## config.mk

```make
export PLATFORM = sky130hd
export DESIGN_NAME = nsh_path_rule_rewrite_flat
export DESIGN_NICKNAME = d
export VERILOG_FILES = /design/src/hw/rtl/nprr_pkg.sv /design/src/hw/rtl/nprr_if.sv /design/src/hw/rtl/nprr_cell.sv /design/src/hw/rtl/nsh_path_rule_rewrite.sv /design/src/flat_wrapper.sv
export SDC_FILE = /design/constraint.sdc
export NUM_CORES = 2
export LEC_CHECK = 0
export BUFFER_PORTS_ARGS = -buffer_cell sky130_fd_sc_hd__buf_2
export CORE_UTILIZATION = 59
export CTS_BUF_LIST = sky130_fd_sc_hd__clkbuf_4 sky130_fd_sc_hd__clkbuf_8
export DETAILED_ROUTE_END_ITERATION = 10
export PLACE_DENSITY = 0.76
export SYNTH_ARGS = -nofsm -noshare
export SYNTH_HDL_FRONTEND = slang
export SYNTH_SLANG_ARGS = --single-unit
export TNS_END_PERCENT = 20
```

## constraint.sdc

```tcl
create_clock -name clk -period 32.2 [get_ports clk]
set_clock_uncertainty 0.2 [all_clocks]
set_input_delay 1.61 -clock clk [delete_from_list [all_inputs] [get_ports clk]]
set_output_delay 1.61 -clock clk [all_outputs]
set_load 0.05 [all_outputs]
```

## src/hw/rtl/nprr_pkg.sv

```systemverilog
// shared constants and types for the nsh path rule rewrite block
`timescale 1ns / 1ps

package nprr_pkg;

  localparam int RULE_SLOTS = 16;

  localparam int PATH_W = 24;
  localparam int SI_W   = 8;
  localparam int GATE_W = 13;
  localparam int STAT_W = 2;

  // item commands
  localparam logic CMD_CLASSIFY = 1'b0;
  localparam logic CMD_ADD      = 1'b1;

  // result status codes
  localparam logic [STAT_W-1:0] ST_PASS  = 2'd0;
  localparam logic [STAT_W-1:0] ST_MATCH = 2'd1;
  localparam logic [STAT_W-1:0] ST_ADDED = 2'd2;
  localparam logic [STAT_W-1:0] ST_FULL  = 2'd3;

  typedef struct packed {
    logic [PATH_W-1:0] path_index;
    logic [SI_W-1:0]   service_index;
  } rule_key_t;

  typedef struct packed {
    logic [PATH_W-1:0] replace_path_index;
    logic [SI_W-1:0]   replace_service_index;
    logic [GATE_W-1:0] gate_choice;
  } rule_action_t;

  // item as it travels down the cell chain
  // for a classify, act carries the result so far; for an add, the new rule
  // done: classify has hit a rule, or add has found its slot
  typedef struct packed {
    logic         valid;
    logic         command;
    rule_key_t    key;
    rule_action_t act;
    logic         done;
  } chain_item_t;

endpackage

```

## src/hw/rtl/nprr_if.sv

```systemverilog
// valid/ready channel interfaces for packet items and result items
`timescale 1ns / 1ps

interface nprr_in_if;
  import nprr_pkg::*;

  logic              valid;
  logic              ready;
  logic              command;
  logic [PATH_W-1:0] path_index;
  logic [SI_W-1:0]   service_index;
  logic [PATH_W-1:0] replace_path_index;
  logic [SI_W-1:0]   replace_service_index;
  logic [GATE_W-1:0] gate_choice;

  modport source (
    output valid, command, path_index, service_index,
           replace_path_index, replace_service_index, gate_choice,
    input  ready
  );
  modport sink (
    input  valid, command, path_index, service_index,
           replace_path_index, replace_service_index, gate_choice,
    output ready
  );
endinterface

interface nprr_out_if;
  import nprr_pkg::*;

  logic              valid;
  logic              ready;
  logic [STAT_W-1:0] status;
  logic [PATH_W-1:0] out_path_index;
  logic [SI_W-1:0]   out_service_index;
  logic [GATE_W-1:0] out_gate;

  modport source (
    output valid, status, out_path_index, out_service_index, out_gate,
    input  ready
  );
  modport sink (
    input  valid, status, out_path_index, out_service_index, out_gate,
    output ready
  );
endinterface

```

## src/hw/rtl/nprr_cell.sv

```systemverilog
// one rule slot of the chain: holds a rule, matches or claims the slot, passes the item on
`timescale 1ns / 1ps

module nprr_cell (
  input  logic                  clk,
  input  logic                  rst_n,
  input  logic                  adv,
  input  nprr_pkg::chain_item_t item_in,
  output nprr_pkg::chain_item_t item_out
);
  import nprr_pkg::*;

  logic         rule_valid_r;
  rule_key_t    rule_key_r;
  rule_action_t rule_act_r;
  chain_item_t  stage_r;
  chain_item_t  stage_nxt;
  logic         wr_rule;
  logic         key_hit;

  assign key_hit = rule_valid_r && (rule_key_r == item_in.key);

  always_comb begin
    stage_nxt = item_in;
    wr_rule   = 1'b0;
    if (item_in.valid && !item_in.done) begin
      if (item_in.command == CMD_ADD) begin
        // slots fill in order, so the first empty one is the next free slot
        if (!rule_valid_r) begin
          wr_rule        = 1'b1;
          stage_nxt.done = 1'b1;
        end
      end else if (key_hit) begin
        stage_nxt.act  = rule_act_r;
        stage_nxt.done = 1'b1;
      end
    end
  end

  always_ff @(posedge clk) begin
    if (!rst_n) begin
      rule_valid_r  <= 1'b0;
      stage_r.valid <= 1'b0;
    end else if (adv) begin
      stage_r <= stage_nxt;
      if (wr_rule) begin
        rule_valid_r <= 1'b1;
      end
    end
  end

  always_ff @(posedge clk) begin
    if (adv && wr_rule) begin
      rule_key_r <= item_in.key;
      rule_act_r <= item_in.act;
    end
  end

  assign item_out = stage_r;

endmodule

```

## src/hw/rtl/nsh_path_rule_rewrite.sv

```systemverilog
// top level of the nsh service path match-action table
`timescale 1ns / 1ps

// usage
//   in_ch takes one item per handshake: command 1 adds a rule built from the
//   match key (path_index, service_index) and the action (replace pair and
//   gate_choice); command 0 classifies a packet header by that key
//   out_ch returns exactly one item per input item, in order: status, the
//   rewritten or unchanged pair and the gate (all zero for add items)
//   the rule table is a chain of RULE_SLOTS cells, one rule per cell; an item
//   moves one cell per cycle while the chain is not stalled, so an item fed in
//   now sees every rule added ahead of it, and the earliest matching rule wins
//   path: an item passes through all RULE_SLOTS cells of the chain and then
//   the output register before it appears on out_ch
//   throughput: one item per cycle when not stalled, each cell a different item
//   stall: when out_ch is not ready with a result waiting, the whole chain
//   holds and in_ready drops; input and output still overlap otherwise
//   reset: all rules are dropped (cell valid bits cleared), chain and output
//   empty; the table is usable on the first cycle after reset

module nsh_path_rule_rewrite (
  input  logic       clk,
  input  logic       rst_n,
  nprr_in_if.sink    in_ch,
  nprr_out_if.source out_ch
);
  import nprr_pkg::*;

  chain_item_t link [0:RULE_SLOTS];
  chain_item_t head;

  logic adv;

  logic              out_valid_r;
  logic [STAT_W-1:0] out_status_r;
  logic [PATH_W-1:0] out_path_r;
  logic [SI_W-1:0]   out_si_r;
  logic [GATE_W-1:0] out_gate_r;

  logic              last_is_add;
  logic [STAT_W-1:0] fin_status;

  // the chain moves as a whole whenever the output register can take an item
  assign adv         = !out_valid_r || out_ch.ready;
  assign in_ch.ready = adv;

  // classify items start with the unchanged pair and gate 0 as their result
  always_comb begin
    head.valid       = in_ch.valid;
    head.command     = in_ch.command;
    head.key.path_index    = in_ch.path_index;
    head.key.service_index = in_ch.service_index;
    head.done        = 1'b0;
    if (in_ch.command == CMD_ADD) begin
      head.act.replace_path_index    = in_ch.replace_path_index;
      head.act.replace_service_index = in_ch.replace_service_index;
      head.act.gate_choice           = in_ch.gate_choice;
    end else begin
      head.act.replace_path_index    = in_ch.path_index;
      head.act.replace_service_index = in_ch.service_index;
      head.act.gate_choice           = '0;
    end
  end

  assign link[0] = head;

  genvar g;
  generate
    for (g = 0; g < RULE_SLOTS; g++) begin : g_cell
      nprr_cell u_cell (
        .clk      (clk),
        .rst_n    (rst_n),
        .adv      (adv),
        .item_in  (link[g]),
        .item_out (link[g+1])
      );
    end
  endgenerate

  // final status from command and whether a rule matched or a slot was found
  assign last_is_add = (link[RULE_SLOTS].command == CMD_ADD);

  always_comb begin
    case ({last_is_add, link[RULE_SLOTS].done})
      2'b00:   fin_status = ST_PASS;
      2'b01:   fin_status = ST_MATCH;
      2'b10:   fin_status = ST_FULL;
      2'b11:   fin_status = ST_ADDED;
      default: fin_status = ST_PASS;
    endcase
  end

  always_ff @(posedge clk) begin
    if (!rst_n) begin
      out_valid_r <= 1'b0;
    end else if (adv) begin
      out_valid_r <= link[RULE_SLOTS].valid;
    end
  end

  always_ff @(posedge clk) begin
    if (adv) begin
      out_status_r <= fin_status;
      if (last_is_add) begin
        out_path_r <= '0;
        out_si_r   <= '0;
        out_gate_r <= '0;
      end else begin
        out_path_r <= link[RULE_SLOTS].act.replace_path_index;
        out_si_r   <= link[RULE_SLOTS].act.replace_service_index;
        out_gate_r <= link[RULE_SLOTS].act.gate_choice;
      end
    end
  end

  assign out_ch.valid             = out_valid_r;
  assign out_ch.status            = out_status_r;
  assign out_ch.out_path_index    = out_path_r;
  assign out_ch.out_service_index = out_si_r;
  assign out_ch.out_gate          = out_gate_r;

endmodule

```

## src/flat_wrapper.sv

```systemverilog
// flat-port wrapper written by rule: the top's interface ports become plain ports
module nsh_path_rule_rewrite_flat import nprr_pkg::*;
  (clk, rst_n, in_ch_valid, in_ch_command, in_ch_path_index, in_ch_service_index, in_ch_replace_path_index, in_ch_replace_service_index, in_ch_gate_choice, in_ch_ready, out_ch_valid, out_ch_status, out_ch_out_path_index, out_ch_out_service_index, out_ch_out_gate, out_ch_ready);
  nprr_in_if in_ch_i ();
  nprr_out_if out_ch_i ();
  input  logic clk;
  input  logic rst_n;
  input wire logic [$bits(in_ch_i.valid)-1:0] in_ch_valid;
  input wire logic [$bits(in_ch_i.command)-1:0] in_ch_command;
  input wire logic [$bits(in_ch_i.path_index)-1:0] in_ch_path_index;
  input wire logic [$bits(in_ch_i.service_index)-1:0] in_ch_service_index;
  input wire logic [$bits(in_ch_i.replace_path_index)-1:0] in_ch_replace_path_index;
  input wire logic [$bits(in_ch_i.replace_service_index)-1:0] in_ch_replace_service_index;
  input wire logic [$bits(in_ch_i.gate_choice)-1:0] in_ch_gate_choice;
  output wire logic [$bits(in_ch_i.ready)-1:0] in_ch_ready;
  output wire logic [$bits(out_ch_i.valid)-1:0] out_ch_valid;
  output wire logic [$bits(out_ch_i.status)-1:0] out_ch_status;
  output wire logic [$bits(out_ch_i.out_path_index)-1:0] out_ch_out_path_index;
  output wire logic [$bits(out_ch_i.out_service_index)-1:0] out_ch_out_service_index;
  output wire logic [$bits(out_ch_i.out_gate)-1:0] out_ch_out_gate;
  input wire logic [$bits(out_ch_i.ready)-1:0] out_ch_ready;
  assign in_ch_i.valid = in_ch_valid;
  assign in_ch_i.command = in_ch_command;
  assign in_ch_i.path_index = in_ch_path_index;
  assign in_ch_i.service_index = in_ch_service_index;
  assign in_ch_i.replace_path_index = in_ch_replace_path_index;
  assign in_ch_i.replace_service_index = in_ch_replace_service_index;
  assign in_ch_i.gate_choice = in_ch_gate_choice;
  assign in_ch_ready = in_ch_i.ready;
  assign out_ch_valid = out_ch_i.valid;
  assign out_ch_status = out_ch_i.status;
  assign out_ch_out_path_index = out_ch_i.out_path_index;
  assign out_ch_out_service_index = out_ch_i.out_service_index;
  assign out_ch_out_gate = out_ch_i.out_gate;
  assign out_ch_i.ready = out_ch_ready;
  nsh_path_rule_rewrite u_core (.clk(clk), .rst_n(rst_n), .in_ch(in_ch_i), .out_ch(out_ch_i));
endmodule
```

==> impl_results.md <==
* Status: complete, no violations
* Critical Path Start Type: input port
* Max cap viols at 0
* Hold Slack at around 220 ps
* Pin count of the biggest net entering global routing at 240
* Post-synth EDFFs at 2511
* Sequential share of the synthesized area at 0.823
* Gr ovfl total at 0
* Die Span Y at between 300 and 400 um
* # IOs at roughly 130
* # DRC at 0
* Hpwl dp at slightly below 80000 um
* Clock Path Buffers at 4
* VDD IR max at ~0.000046 V
* Starting Density at 0.598
* Synth Instances at roughly 4300
* Syn Area/Cell at roughly 22 um^2
* Total global-route track usage at 0.161
* Final setup margin at approximately 25000 ps
* Placed Cells at 6427
* Tmin final at about 7000 ps
* Area delta synth->final at 11.0%
* Cts repair resizes at 0
* R2R setup slack at approximately 26000 ps
* Hold Buf Count CTS at 0
* Pre-CTS setup slack at between 20000 and 25000 ps
* R2R Path Start: u_core.out_ch.valid
* Detailed Route Iter0 Violations at ~1800
* Data required time at the worst endpoint at ~33000 ps
* Worst skew pair latency at 1000 ps
* Final Hold Viols at 0
* Final Setup Violations at 0
* Chip width at just under 400 um
* LEAKAGE at approximately 34 nW
* CTS tree: yes
* Share of layout cells above drive strength 1 at 0.302
* RSZ-0062 raised after global routing: no
* WL per Instance at 17.8 um
* Worst Setup SP: out_ch_ready
* Clock Sink Count at roughly 2500
* Total wire length at approximately 130000 um
* Routability-driven placement congestion ratio at approximately 0.8
* Dominant cells by area after synthesis: edfxtp_1 (82%), mux2_2 (8.2%), xnor2_1 (4.0%)
* CP Capture Type: register
* Post-synth top flop: edfxtp_1
* H-tree lvl count at 5
* Antenna Nets Post-Route at 0
* Reg2Reg Depth at 8
* YS warnings at 0
* Total power at 6.47 mW
* Relative slew margins at 0.193
* FF-to-FF End: u_core.g_cell[1].u_cell.item_out[27]
* Min-delay worst type: reg2reg
* Setup TNS at 0 ps
* Worst setup path category: in2reg
* CTS Root Cell: clkbuf_8
* Fmax at ~150 MHz
* Clock-pin slew on the worst setup and hold paths at ~60 ps
* CTS Buf Count at 388
* Die area at ~160000 um^2
* Worst slew pin tran at between 1000 and 1500 ps
* Post-Syn Area at slightly above 90000 um^2
* Via density per instance at approximately 5.2
* Total core area at around 150000 um^2
* Post-synthesis register bit count at 2544
* Crit path DAT at a little over 7000 ps
* Share of the synthesized area in the top cell type at 0.815
* Vias in the first global route at 39000
* Via count at between 30000 and 40000
* Global-route wire length before repair at around 210000 um
* Syn Nets at 4375
* Async S/R FF share, synth at 0
* Count of final max-slew check failures at 0
* Initial antenna violation count at 3
* Final Non-Filler Cells at 7095
* Placement row count at between 100 and 150
* CP Capture Point: u_core.g_cell[1].u_cell.item_out[27]
* Final Net Count at a little under 5000
* Pwr Density at between 60 and 70 nW/um^2
* Setup bufs post-CTS at 0
* Port bufs at 130
* Period utilization at 0.213
* Largest area contributor in the netlist: edfxtp_1
* Post-synth cell types at 36
* TritonRoute pass-1 iters at 5
* Highest net fanout along the worst path at 94
[where the power goes]
| group | total [mW] | switching (mW) | internal, mW | leakage, nW |
|---|---|---|---|---|
| Clock | 2.46 | 1.11 | 1.36 | 3.89 |
| Sequential | 3.84 | 0.0713 | 3.77 | 24.0 |
| Combinational | 0.163 | 0.0876 | 0.0752 | 6.15 |
[placed cells by master (no fill, tap or decap), drive strengths merged, types with 29 or more instances in the layout]
cell type	count
nor2b	46
xor2	88
nor3	33
mux2	739
nand2	40
buf	173
edfxtp	2511
clkbuf	560
nand4	112
nand3b	29
dfxtp	33
nor4	42
xnor2	424
clkinv	99
[kinds of logic (layout without fill, tap and decap cells)]
logic type | Yosys count | after routing | share of synthesized area
adders and majority gates | 2 | 2 | 0.000271
DFF | 2544 | 2544 | 0.823
AOI/OAI and AO/OA | 47 | 47 | 0.00380
other | 0 | 2 | 0
buffers and inverters | 98 | 856 | 0.00863
xor gates and xnor gates | 512 | 512 | 0.0485
muxes | 739 | 739 | 0.0916
and+or+nand+nor | 349 | 349 | 0.0247
[through the flow]
stage | instance area [um^2] | util
after floorplan | 92500 | -
after global placement | 95400 | 0.616
after detailed placement | 95400 | 0.616
after CTS | 103000 | 0.663
after global routing | 103000 | 0.663
final | 103000 | 0.663
[worst min-delay path by stage]
stage | from | end | slack (ps) | cells after the start
4_1_cts | u_core.g_cell[14].u_cell.item_out[19] | u_core.g_cell[15].u_cell.rule_act_r[18] | 220 | 0
3_5_place_dp | u_core.g_cell[11].u_cell.item_out[15] | u_core.g_cell[12].u_cell.rule_act_r[14] | 230 | 0
5_1_grt | u_core.g_cell[3].u_cell.item_out[6] | u_core.g_cell[4].u_cell.rule_act_r[5] | 220 | 0
6_report | u_core.g_cell[13].u_cell.item_out[19] | u_core.g_cell[14].u_cell.rule_act_r[18] | 220 | 0
2_1_floorplan | u_core.g_cell[9].u_cell.item_out[1] | u_core.g_cell[10].u_cell.rule_act_r[0] | 220 | 0
3_3_place_gp | u_core.g_cell[14].u_cell.item_out[32] | u_core.g_cell[15].u_cell.rule_act_r[31] | 230 | 0
[layer usage]
layer | GRT usage | vias up | part of all wire
li1 | - | 17800 | -
met1 | 0.205 | 18300 | 0.43
met2 | 0.270 | 703 | 0.50
met3 | 0.0320 | 305 | 0.035
met4 | 0.0709 | 0 | 0.032
met5 | 0 | - | 0
[final cells by class]
type	count	area, um^2
Sequential cell	2544	76100
Clock buffer	560	6770
Fill cell	9426	52100
Tap cell	2044	2560
Inverter	17	63.8
Clock inverter	106	504
Timing Repair Buffer	173	1010
Antenna cell	2	5.00
Multi-Input combinational cell	1649	15700
[registers in the layout, indices dropped and copies added (netlist names)]
| register | count |
|---|---|
| u_core.out_ch.status | 2 |
| u_core.g_cell.u_cell.rule_valid_r | 16 |
| u_core.out_ch.out_gate | 13 |
| u_core.g_cell.u_cell.rule_act_r | 720 |
| u_core.g_cell.u_cell.rule_key_r | 512 |
| u_core.g_cell.u_cell.item_out | 1248 |
| u_core.out_ch.out_service_index | 8 |
| u_core.out_ch.out_path_index | 24 |
| u_core.out_ch.valid | 1 |
[worst max-delay path, stage by stage]
cell and delay [ps]:
buf_2 100, nor2b_4 80, inv_2 60, buf_4 640, and2_4 640, buf_4 960
buf_4 980, buf_4 940, buf_4 1000
[Yosys cell counts, drive strengths merged, types with 2 or more instances]
cell / instances
nand4: 112
o21a: 17
mux2: 739
nand3: 20
nor3: 33
o21bai: 13
and2: 14
xor2: 88
a21boi: 16
nand2: 40
dfxtp: 33
nor4: 42
nor2b: 46
nand3b: 29
buf: 64
edfxtp: 2511
inv: 16
xnor2: 424
ha: 2
nor2: 9
clkbuf: 17
Power figures use the tool's default switching activity.
